$ cat src/hw/rtl/stopwatch_tenths_interpolator_assert.svh
// ----------------------------------------------------------------------------
// Stopwatch assertion macros
// Shared assertion forms for the stopwatch blocks. Each macro expects signals
// named clk and rst in the scope where it is used.
// ----------------------------------------------------------------------------
`ifndef STOPWATCH_TENTHS_INTERPOLATOR_ASSERT_SVH
`define STOPWATCH_TENTHS_INTERPOLATOR_ASSERT_SVH

// The consequent must hold in the same cycle as the antecedent.
`define SWTI_ASSERT_NOW(label, ante, cons, msg) \
  label: assert property (@(posedge clk) disable iff (rst) (ante) |-> (cons)) \
    else $error(msg);

// The consequent must hold in the cycle after the antecedent.
`define SWTI_ASSERT_NEXT(label, ante, cons, msg) \
  label: assert property (@(posedge clk) disable iff (rst) (ante) |=> (cons)) \
    else $error(msg);

`endif

$ cat src/hw/rtl/swti_pkg.sv
// ----------------------------------------------------------------------------
// Stopwatch package
// Types, constants and the day-wrapped difference shared by the stopwatch.
// ----------------------------------------------------------------------------
package swti_pkg;

  localparam logic [16:0] DAY_SECONDS   = 17'd86400;
  localparam logic [19:0] DAY_TENTHS    = 20'd864000;
  localparam logic [15:0] DELAY_RESET   = 16'd2200;
  localparam logic [9:0]  STEP_RESET    = 10'd200;
  localparam logic [3:0]  TICK_TOP      = 4'd9;
  localparam int          HOUR_TENTHS   = 36000;
  localparam int          MINUTE_TENTHS = 600;
  localparam int          SECOND_TENTHS = 10;
  localparam int          HOURS_PER_DAY = 24;
  localparam int          MINUTES_PER_HOUR = 60;
  localparam logic [16:0] DIV10_MUL     = 17'd205;
  localparam int          DIV10_SHIFT   = 11;

  typedef enum logic [1:0] {
    MODE_TICK  = 2'd0,
    MODE_PRESS = 2'd1,
    MODE_LAP   = 2'd2
  } mode_t;

  typedef struct packed {
    logic        moved;
    logic        b_valid;
    logic        active;
    logic [3:0]  tick;
    logic [19:0] now_t;
    logic [19:0] start_t;
    logic [19:0] lap;
    logic [15:0] delay;
  } state_view_t;

  typedef struct packed {
    logic [19:0] tenths;
    logic [4:0]  hours;
    logic [5:0]  minutes;
    logic [5:0]  secs;
    logic [3:0]  digit;
  } split_t;

  // Time from origin to stop plus extra tenths, wrapped to one day.
  function automatic logic [19:0] span(logic [19:0] stop, logic [19:0] origin,
                                       logic [3:0] extra);
    logic [20:0] sum;
    sum = {1'b0, stop} + {1'b0, DAY_TENTHS} - {1'b0, origin} + {17'd0, extra};
    if (sum >= {1'b0, DAY_TENTHS}) begin
      sum = sum - {1'b0, DAY_TENTHS};
    end
    return sum[19:0];
  endfunction

endpackage

$ cat src/hw/rtl/swti_in_if.sv
// ----------------------------------------------------------------------------
// Stopwatch event channel
// Valid/ready channel carrying one tick or key event per beat.
// ----------------------------------------------------------------------------
interface swti_in_if;
  logic        valid;
  logic        ready;
  logic [1:0]  mode;
  logic [16:0] rtc_seconds;

  modport source (output valid, mode, rtc_seconds, input ready);
  modport sink (input valid, mode, rtc_seconds, output ready);
endinterface

$ cat src/hw/rtl/swti_out_if.sv
// ----------------------------------------------------------------------------
// Stopwatch status channel
// Valid/ready channel carrying elapsed time, lap time and delay per beat.
// ----------------------------------------------------------------------------
interface swti_out_if;
  logic        valid;
  logic        ready;
  logic [19:0] elapsed_tenths;
  logic [4:0]  hours;
  logic [5:0]  minutes;
  logic [5:0]  secs;
  logic [3:0]  tenth_digit;
  logic [19:0] lap_tenths;
  logic [4:0]  lap_hours;
  logic [5:0]  lap_minutes;
  logic [5:0]  lap_secs;
  logic [3:0]  lap_tenth_digit;
  logic        running;
  logic [15:0] tick_delay_ms;

  modport source (
    output valid, elapsed_tenths, hours, minutes, secs, tenth_digit,
           lap_tenths, lap_hours, lap_minutes, lap_secs, lap_tenth_digit,
           running, tick_delay_ms,
    input  ready
  );
  modport sink (
    input  valid, elapsed_tenths, hours, minutes, secs, tenth_digit,
           lap_tenths, lap_hours, lap_minutes, lap_secs, lap_tenth_digit,
           running, tick_delay_ms,
    output ready
  );
endinterface

$ cat src/hw/rtl/swti_core.sv
// ----------------------------------------------------------------------------
// Stopwatch core
// Input register and the registered update of the stopwatch state.
// ----------------------------------------------------------------------------
module swti_core
  import swti_pkg::*;
(
  input  logic         clk,
  input  logic         rst,
  swti_in_if.sink      events,
  input  logic         cfg_we,
  input  logic [9:0]   cfg_wdata,
  input  logic         b_ready,
  output state_view_t  view
);

  logic        a_valid;
  logic [1:0]  mode_r;
  logic [16:0] rtc_r;
  logic        b_valid;

  logic        active;
  logic        first_second;
  logic [3:0]  tick;
  logic [19:0] last_t;
  logic [19:0] start_t;
  logic [19:0] now_t;
  logic [19:0] lap;
  logic [15:0] delay;
  logic [9:0]  delay_step;

  logic        active_next;
  logic        first_second_next;
  logic [3:0]  tick_next;
  logic [19:0] last_t_next;
  logic [19:0] start_t_next;
  logic [19:0] now_t_next;
  logic [19:0] lap_next;
  logic [15:0] delay_next;

  logic        b_open;
  logic        a_open;
  logic        moved;

  logic [16:0] rtc_sec;
  logic [19:0] rtc_t;
  logic [3:0]  tick_inc;
  logic        grow;
  logic [3:0]  tick_sat;
  logic [3:0]  gap;
  logic [13:0] shrink_amt;
  logic [16:0] grow_sum;
  logic [15:0] grown;
  logic [15:0] shrunk;
  logic [19:0] start_sum;
  logic [19:0] start_adj;

  assign b_open       = !b_valid || b_ready;
  assign a_open       = !a_valid || b_open;
  assign moved        = a_valid && b_open;
  assign events.ready = a_open;

  assign rtc_sec    = (rtc_r >= DAY_SECONDS) ? rtc_r - DAY_SECONDS : rtc_r;
  assign rtc_t      = ({3'd0, rtc_sec} << 3) + ({3'd0, rtc_sec} << 1);
  assign tick_inc   = tick + 4'd1;
  assign grow       = tick_inc > TICK_TOP;
  assign tick_sat   = grow ? TICK_TOP : tick_inc;
  assign gap        = TICK_TOP - tick_sat;
  assign shrink_amt = {4'd0, delay_step} * {10'd0, gap};
  assign grow_sum   = {1'b0, delay} + {7'd0, delay_step};
  assign grown      = grow_sum[16] ? 16'hFFFF : grow_sum[15:0];
  assign shrunk     = ({2'd0, shrink_amt} >= delay) ? 16'd0 : delay - {2'd0, shrink_amt};
  assign start_sum  = start_t + {16'd0, gap};
  assign start_adj  = (start_sum >= DAY_TENTHS) ? start_sum - DAY_TENTHS : start_sum;

  always_comb begin
    active_next       = active;
    first_second_next = first_second;
    tick_next         = tick;
    last_t_next       = last_t;
    start_t_next      = start_t;
    now_t_next        = now_t;
    lap_next          = lap;
    delay_next        = delay;
    case (mode_t'(mode_r))
      MODE_TICK: begin
        if (active) begin
          now_t_next = rtc_t;
          tick_next  = tick_sat;
          if (grow) begin
            delay_next = grown;
          end
          if (rtc_t != last_t) begin
            if (first_second) begin
              start_t_next      = start_adj;
              first_second_next = 1'b0;
            end else if (tick_sat < TICK_TOP) begin
              delay_next = shrunk;
            end
            tick_next   = 4'd0;
            last_t_next = rtc_t;
          end
        end
      end
      MODE_PRESS: begin
        if (!active) begin
          first_second_next = 1'b1;
          tick_next         = 4'd0;
          start_t_next      = rtc_t;
          last_t_next       = rtc_t;
          now_t_next        = rtc_t;
        end
        active_next = !active;
      end
      MODE_LAP: begin
        if (active) begin
          lap_next = span(last_t, start_t, tick);
        end
      end
      default: begin
      end
    endcase
  end

  always_ff @(posedge clk) begin
    if (a_open) begin
      mode_r <= events.mode;
      rtc_r  <= events.rtc_seconds;
    end
  end

  always_ff @(posedge clk) begin
    if (rst) begin
      a_valid      <= 1'b0;
      b_valid      <= 1'b0;
      active       <= 1'b0;
      first_second <= 1'b0;
      tick         <= 4'd0;
      last_t       <= 20'd0;
      start_t      <= 20'd0;
      now_t        <= 20'd0;
      lap          <= 20'd0;
      delay        <= DELAY_RESET;
      delay_step   <= STEP_RESET;
    end else begin
      if (a_open) begin
        a_valid <= events.valid;
      end
      if (b_open) begin
        b_valid <= a_valid;
      end
      if (moved) begin
        active       <= active_next;
        first_second <= first_second_next;
        tick         <= tick_next;
        last_t       <= last_t_next;
        start_t      <= start_t_next;
        now_t        <= now_t_next;
        lap          <= lap_next;
        delay        <= delay_next;
      end
      if (cfg_we) begin
        delay_step <= cfg_wdata;
      end
    end
  end

  assign view.moved   = moved;
  assign view.b_valid = b_valid;
  assign view.active  = active;
  assign view.tick    = tick;
  assign view.now_t   = now_t;
  assign view.start_t = start_t;
  assign view.lap     = lap;
  assign view.delay   = delay;

endmodule

$ cat src/hw/rtl/swti_split.sv
// ----------------------------------------------------------------------------
// Stopwatch time splitter
// Two-stage split of a tenths count into hours, minutes, seconds and tenths.
// ----------------------------------------------------------------------------
module swti_split
  import swti_pkg::*;
(
  input  logic        clk,
  input  logic        load_hours,
  input  logic        load_rest,
  input  logic [19:0] tenths,
  output split_t      parts
);

  logic [19:0] t1;
  logic [4:0]  h1;
  logic [15:0] rem1;

  logic [4:0]  hours_c;
  logic [19:0] hour_base;
  logic [5:0]  minutes_c;
  logic [15:0] minute_base;
  logic [9:0]  rem2;
  logic [16:0] prod;
  logic [5:0]  secs_c;
  logic [3:0]  digit_c;

  // Each threshold is compared in parallel; the last one met wins.
  always_comb begin
    hours_c   = 5'd0;
    hour_base = 20'd0;
    for (int k = 1; k < HOURS_PER_DAY; k++) begin
      if (tenths >= 20'(k * HOUR_TENTHS)) begin
        hours_c   = 5'(k);
        hour_base = 20'(k * HOUR_TENTHS);
      end
    end
  end

  always_comb begin
    minutes_c   = 6'd0;
    minute_base = 16'd0;
    for (int k = 1; k < MINUTES_PER_HOUR; k++) begin
      if (rem1 >= 16'(k * MINUTE_TENTHS)) begin
        minutes_c   = 6'(k);
        minute_base = 16'(k * MINUTE_TENTHS);
      end
    end
  end

  assign rem2    = 10'(rem1 - minute_base);
  assign prod    = {7'd0, rem2} * DIV10_MUL;
  assign secs_c  = prod[DIV10_SHIFT +: 6];
  assign digit_c = 4'(rem2 - {4'd0, secs_c} * 10'(SECOND_TENTHS));

  always_ff @(posedge clk) begin
    if (load_hours) begin
      t1   <= tenths;
      h1   <= hours_c;
      rem1 <= 16'(tenths - hour_base);
    end
    if (load_rest) begin
      parts.tenths  <= t1;
      parts.hours   <= h1;
      parts.minutes <= minutes_c;
      parts.secs    <= secs_c;
      parts.digit   <= digit_c;
    end
  end

endmodule

$ cat src/hw/rtl/stopwatch_tenths_interpolator.sv
// ----------------------------------------------------------------------------
// Stopwatch with tenths interpolation and lap
// Takes one event beat per cycle (refresh tick, start/stop press, lap press or
// an unused code that changes nothing) while the status side is not stalled,
// and returns one status beat per event through its registered stages.
// Each event's state update is computed combinationally, and that update sets
// the rate. Elapsed and lap times are then split into hours, minutes, seconds
// and tenths over two registered stages. The delay step register may be
// written at any time the block is idle and takes effect on the next event.
// ----------------------------------------------------------------------------
module stopwatch_tenths_interpolator
  import swti_pkg::*;
(
  input  logic        clk,
  input  logic        rst,
  swti_in_if.sink     events,
  swti_out_if.source  status,
  input  logic        cfg_we,
  input  logic [9:0]  cfg_wdata
);

`include "stopwatch_tenths_interpolator_assert.svh"

  state_view_t view;

  logic        c_valid;
  logic        d_valid;
  logic        e_valid;
  logic        c_open;
  logic        d_open;
  logic        e_open;

  logic [19:0] c_elapsed;
  logic [19:0] c_lap;
  logic        c_active;
  logic [15:0] c_delay;
  logic        d_active;
  logic [15:0] d_delay;
  logic        e_active;
  logic [15:0] e_delay;

  split_t      elapsed_parts;
  split_t      lap_parts;
  logic [19:0] elapsed_back;
  logic [19:0] lap_back;

  assign e_open = !e_valid || status.ready;
  assign d_open = !d_valid || e_open;
  assign c_open = !c_valid || d_open;

  swti_core u_core (
    .clk       (clk),
    .rst       (rst),
    .events    (events),
    .cfg_we    (cfg_we),
    .cfg_wdata (cfg_wdata),
    .b_ready   (c_open),
    .view      (view)
  );

  // The state registers hold the result of the event in stage B until it moves on.
  always_ff @(posedge clk) begin
    if (c_open) begin
      c_elapsed <= span(view.now_t, view.start_t, view.tick);
      c_lap     <= view.lap;
      c_active  <= view.active;
      c_delay   <= view.delay;
    end
    if (d_open) begin
      d_active <= c_active;
      d_delay  <= c_delay;
    end
    if (e_open) begin
      e_active <= d_active;
      e_delay  <= d_delay;
    end
  end

  always_ff @(posedge clk) begin
    if (rst) begin
      c_valid <= 1'b0;
      d_valid <= 1'b0;
      e_valid <= 1'b0;
    end else begin
      if (c_open) begin
        c_valid <= view.b_valid;
      end
      if (d_open) begin
        d_valid <= c_valid;
      end
      if (e_open) begin
        e_valid <= d_valid;
      end
    end
  end

  swti_split u_split_elapsed (
    .clk        (clk),
    .load_hours (d_open),
    .load_rest  (e_open),
    .tenths     (c_elapsed),
    .parts      (elapsed_parts)
  );

  swti_split u_split_lap (
    .clk        (clk),
    .load_hours (d_open),
    .load_rest  (e_open),
    .tenths     (c_lap),
    .parts      (lap_parts)
  );

  assign status.valid           = e_valid;
  assign status.elapsed_tenths  = elapsed_parts.tenths;
  assign status.hours           = elapsed_parts.hours;
  assign status.minutes         = elapsed_parts.minutes;
  assign status.secs            = elapsed_parts.secs;
  assign status.tenth_digit     = elapsed_parts.digit;
  assign status.lap_tenths      = lap_parts.tenths;
  assign status.lap_hours       = lap_parts.hours;
  assign status.lap_minutes     = lap_parts.minutes;
  assign status.lap_secs        = lap_parts.secs;
  assign status.lap_tenth_digit = lap_parts.digit;
  assign status.running         = e_active;
  assign status.tick_delay_ms   = e_delay;

  // Rebuild each time from its digits to check the splitters.
  assign elapsed_back = 20'(elapsed_parts.hours) * 20'(HOUR_TENTHS)
                      + 20'(elapsed_parts.minutes) * 20'(MINUTE_TENTHS)
                      + 20'(elapsed_parts.secs) * 20'(SECOND_TENTHS)
                      + 20'(elapsed_parts.digit);
  assign lap_back     = 20'(lap_parts.hours) * 20'(HOUR_TENTHS)
                      + 20'(lap_parts.minutes) * 20'(MINUTE_TENTHS)
                      + 20'(lap_parts.secs) * 20'(SECOND_TENTHS)
                      + 20'(lap_parts.digit);

  `SWTI_ASSERT_NOW(a_elapsed_split, e_valid, (elapsed_back == elapsed_parts.tenths) && (elapsed_parts.digit < 4'(SECOND_TENTHS)) && (elapsed_parts.secs < 6'd60) && (elapsed_parts.minutes < 6'(MINUTES_PER_HOUR)), "Elapsed digits do not match elapsed tenths.")
  `SWTI_ASSERT_NOW(a_lap_split, e_valid, (lap_back == lap_parts.tenths) && (lap_parts.digit < 4'(SECOND_TENTHS)) && (lap_parts.secs < 6'd60) && (lap_parts.minutes < 6'(MINUTES_PER_HOUR)), "Lap digits do not match lap tenths.")
  `SWTI_ASSERT_NEXT(a_delay_hold, !view.moved, $stable(view.delay) && $stable(view.lap), "Stopwatch state changed without an event moving.")

endmodule

$ cat src/flat_wrapper.sv
// flat-port wrapper written by rule: the top's interface ports become plain ports
module stopwatch_tenths_interpolator_flat import swti_pkg::*;
  (clk, rst, cfg_we, cfg_wdata, events_valid, events_mode, events_rtc_seconds, events_ready, status_valid, status_elapsed_tenths, status_hours, status_minutes, status_secs, status_tenth_digit, status_lap_tenths, status_lap_hours, status_lap_minutes, status_lap_secs, status_lap_tenth_digit, status_running, status_tick_delay_ms, status_ready);
  swti_in_if events_i ();
  swti_out_if status_i ();
  input  logic clk;
  input  logic rst;
  input  logic cfg_we;
  input  logic [9:0] cfg_wdata;
  input wire logic [$bits(events_i.valid)-1:0] events_valid;
  input wire logic [$bits(events_i.mode)-1:0] events_mode;
  input wire logic [$bits(events_i.rtc_seconds)-1:0] events_rtc_seconds;
  output wire logic [$bits(events_i.ready)-1:0] events_ready;
  output wire logic [$bits(status_i.valid)-1:0] status_valid;
  output wire logic [$bits(status_i.elapsed_tenths)-1:0] status_elapsed_tenths;
  output wire logic [$bits(status_i.hours)-1:0] status_hours;
  output wire logic [$bits(status_i.minutes)-1:0] status_minutes;
  output wire logic [$bits(status_i.secs)-1:0] status_secs;
  output wire logic [$bits(status_i.tenth_digit)-1:0] status_tenth_digit;
  output wire logic [$bits(status_i.lap_tenths)-1:0] status_lap_tenths;
  output wire logic [$bits(status_i.lap_hours)-1:0] status_lap_hours;
  output wire logic [$bits(status_i.lap_minutes)-1:0] status_lap_minutes;
  output wire logic [$bits(status_i.lap_secs)-1:0] status_lap_secs;
  output wire logic [$bits(status_i.lap_tenth_digit)-1:0] status_lap_tenth_digit;
  output wire logic [$bits(status_i.running)-1:0] status_running;
  output wire logic [$bits(status_i.tick_delay_ms)-1:0] status_tick_delay_ms;
  input wire logic [$bits(status_i.ready)-1:0] status_ready;
  assign events_i.valid = events_valid;
  assign events_i.mode = events_mode;
  assign events_i.rtc_seconds = events_rtc_seconds;
  assign events_ready = events_i.ready;
  assign status_valid = status_i.valid;
  assign status_elapsed_tenths = status_i.elapsed_tenths;
  assign status_hours = status_i.hours;
  assign status_minutes = status_i.minutes;
  assign status_secs = status_i.secs;
  assign status_tenth_digit = status_i.tenth_digit;
  assign status_lap_tenths = status_i.lap_tenths;
  assign status_lap_hours = status_i.lap_hours;
  assign status_lap_minutes = status_i.lap_minutes;
  assign status_lap_secs = status_i.lap_secs;
  assign status_lap_tenth_digit = status_i.lap_tenth_digit;
  assign status_running = status_i.running;
  assign status_tick_delay_ms = status_i.tick_delay_ms;
  assign status_i.ready = status_ready;
  stopwatch_tenths_interpolator u_core (.clk(clk), .rst(rst), .events(events_i), .status(status_i), .cfg_we(cfg_we), .cfg_wdata(cfg_wdata));
endmodule
$ cat config.mk
export PLATFORM = sky130hd
export DESIGN_NAME = stopwatch_tenths_interpolator_flat
export DESIGN_NICKNAME = d
export VERILOG_FILES = /design/src/hw/rtl/swti_pkg.sv /design/src/hw/rtl/swti_in_if.sv /design/src/hw/rtl/swti_out_if.sv /design/src/hw/rtl/swti_core.sv /design/src/hw/rtl/swti_split.sv /design/src/hw/rtl/stopwatch_tenths_interpolator.sv /design/src/flat_wrapper.sv
export VERILOG_INCLUDE_DIRS = /design/src /design/src/hw/rtl
export SDC_FILE = /design/constraint.sdc
export NUM_CORES = 2
export LEC_CHECK = 0
export ABC_AREA = 1
export BUFFER_PORTS_ARGS = -buffer_cell sky130_fd_sc_hd__buf_2
export CORE_MARGIN = 5
export CORE_UTILIZATION = 25
export CTS_CLUSTER_SIZE = 16
export DETAILED_ROUTE_END_ITERATION = 8
export PLACE_DENSITY_LB_ADDON = 0.2
export SLEW_MARGIN = 20
export SYNTH_ARGS = -nofsm -noshare
export SYNTH_HDL_FRONTEND = slang
export SYNTH_HIERARCHICAL = 1
export SYNTH_SLANG_ARGS = --single-unit
$ cat constraint.sdc
create_clock -name clk -period 18.3 [get_ports clk]
set_clock_uncertainty 0.05 [all_clocks]
set_input_delay 1.83 -clock clk [delete_from_list [all_inputs] [get_ports clk]]
set_output_delay 1.83 -clock clk [all_outputs]
set_load 0.02 [all_outputs]
==> flow_summary_export.csv <==
group,metric,value,unit
run_status,status,"finished clean",
layout,finalNonFillerCells,7149,
critical_path,slowest_delay,0.57,ns
placement,place_inst,7057,
synthesis,synth_area,0.0352,mm^2
drt,dr.first_iter.drc_count,2291,
layout,fin_nets,5601,
sta,maxSlewViolCount,0,
global_route,grt_util_met3,1.71,%
global_route,use_met2,25.2,%
placement,gp_congestion,0.953,
drt,ant_nets,0,
drt,drc,0,
sta,fmax,97.0,MHz
placement,place_area,0.0379,mm^2
layout,regArea,0.0102,mm^2
critical_path,critPathLaunchType,"flop",
global_route,grtUsageTotal,15.4,%
layout,fin_area,0.0396,mm^2
layout,antenna_cells,0,
critical_path,critPathKind,"reg -> reg",
sta,worst_pin_slew,1.06,ns
clocking,hold_buffers,0,
layout,drive_gt1_share,8.33,%
floorplanning,die_w,385,um
global_route,grt_antenna_before_repair,5,
floorplanning,fp.dieArea,0.148,mm^2
critical_path,worst-path-buf-inv,6,
critical_path,cp_top_family,"simple AND/OR/NAND/NOR gates",
worst_hold_path,hp-class,"reg -> reg",
clocking,post-cts-setup-buffers,0,
floorplanning,core_area,0.140,mm^2
critical_path,critPathSlowestCell,"fa_1",
synthesis,synthesis.nets,5476,
clocking,cts_sinks,377,
synthesis,netlist_instances,5109,
floorplanning,num_rows,137,
sta,hold_viol,0,
clocking,cts_buffers,51,
floorplanning,boundaryPins,135,
critical_path,critPathMaxFanout,12,
global_route,grt_pass1_vias,31570,
clocking,htree_levels,2,
drt,vias,33048,
drt,routed_via_density,4.62,
sta,fin_crit,10.31,ns
clocking,insertion_delay,0.63,ns
global_route,grt_pass1_wl,182000,um
sta,setup_violations,0,
clocking,clk_pin_slew,0.05,ns
synthesis,yosysWarnings,6,
clocking,cts-root-to-sink-buffers,3,
layout,fill_cells,15537,
global_route,top_usage_layer,"met2",
critical_path,path_common_cell,"nand2_1",
placement,port_buffers,134,
sta,max_slew_margin,28.8,%
drt,wire_per_inst,16.3,um
drt,routed_wl,117000,um
global_route,met1_usage,21.7,%
drt,drt-pass1-iter-count,8,
floorplanning,start_util,25.2,%
global_route,grt-ovfl-total,0,
synthesis,avgSynthCellArea,6.88,um^2
clocking,cts_root_buf,"clkbuf_16",
layout,multi_input_area,0.0214,mm^2
critical_path,arrival,10.65,ns
layout,syn2layout_area_growth,12.6,%
floorplanning,die_h,385,um
sta,fin_tns_setup,0,ns
sta,rsz0062_at_grt,"no",
critical_path,critPathRequiredTime,18.64,ns
sta,fin_crit_sh,56.3,%
clocking,ctsResizeCount,0,
placement,place_hpwl,94500,um
critical_path,end_kind,"flop",
clocking,cts_tree,"done",
global_route,grt_max_degree,60,
flow_run,max_cap_viol_count,0,
## metrics by stage
step           utilization, %  hold WS, ns  worst slack (ns)
3_5_place_dp             27.1        0.355              7.94
6_report                 28.3        0.341              7.99
5_1_grt                  28.3        0.332              6.63
2_1_floorplan               -        0.350              9.49
3_3_place_gp             27.1        0.351              7.96
4_1_cts                  28.3        0.335              7.93
## worst paths after layout
| check | from | to | slack (ns) | cells past startpoint |
|---|---|---|---|---|
| max | u_core/u_split_elapsed/rem1[7]$_DFFE_PP_ | u_core/u_split_elapsed/parts[3]$_DFFE_PP_ | 7.99 | 74 |
| min reg2reg | u_core/u_split_elapsed/t1[10]$_DFFE_PP_ | u_core/u_split_elapsed/parts[31]$_DFFE_PP_ | 0.34 | 0 |
| min | u_core/u_split_elapsed/t1[10]$_DFFE_PP_ | u_core/u_split_elapsed/parts[31]$_DFFE_PP_ | 0.34 | 0 |
| max reg2reg | u_core/u_split_elapsed/rem1[7]$_DFFE_PP_ | u_core/u_split_elapsed/parts[3]$_DFFE_PP_ | 7.99 | 74 |
## registers in the layout, summed over array words and instances, names as in the netlist, 19 cells and up
| name | cells |
|---|---|
| u_core/c_elapsed | 20 |
| u_core/u_split_lap/parts | 40 |
| u_core/u_split_lap/t1 | 20 |
| u_core/u_split_elapsed/t1 | 20 |
| u_core/u_core/last_t | 19 |
| u_core/u_core/start_t | 20 |
| u_core/u_split_elapsed/parts | 40 |
| u_core/u_core/now_t | 19 |
| u_core/u_core/lap | 20 |
| u_core/c_lap | 20 |
## worst register-to-register path, delay by kind of cell, from the launching register on
kind | cells | cell delay, ns
buf+inv | 6 | 0.87
xor+xnor | 5 | 0.85
fa+ha+maj | 9 | 2.92
simple gates | 49 | 3.77
flops | 1 | 0.53
compound gates | 5 | 1.09
## layer usage
layer	routed length (um)	share of wire, %
met2	52700	45
met5	0	0
met1	56400	48
met3	5010	4.3
met4	2520	2.2
## layout by cell type, fill, tap and decap left out, types with 12 or more instances in the layout
cell	n
a21boi_0	50
inv_1	781
nand3_1	214
nand3_2	18
xnor2_1	35
o21ai_1	12
nand2_1	1517
nor2_1	514
nand2_2	52
a21oi_1	273
clkbuf_1	12
buf_4	15
ha_1	271
nor2_2	24
nand3b_1	14
buf_2	134
o21ai_0	282
xor2_1	96
o31ai_1	16
o21bai_1	14
nor2_4	15
edfxtp_1	262
fa_1	62
clkbuf_16	55
o211ai_1	23
inv_2	48
dfxtp_1	115
a211oi_1	14
nor3_1	37
nand4_1	70
a31oi_1	71
## layout make-up
type                            count  area share (%)
Inverter                          836            7.96
Multi-Input combinational cell   3819            54.1
Clock buffer                       70            3.70
Clock inverter                     22           0.607
Sequential cell                   377            25.7
Tap cell                         1876            5.93
Timing Repair Buffer              149            1.98
Power is not shown: default switching activity piles up to over one toggle a cycle in this logic, so the estimate is an artifact.
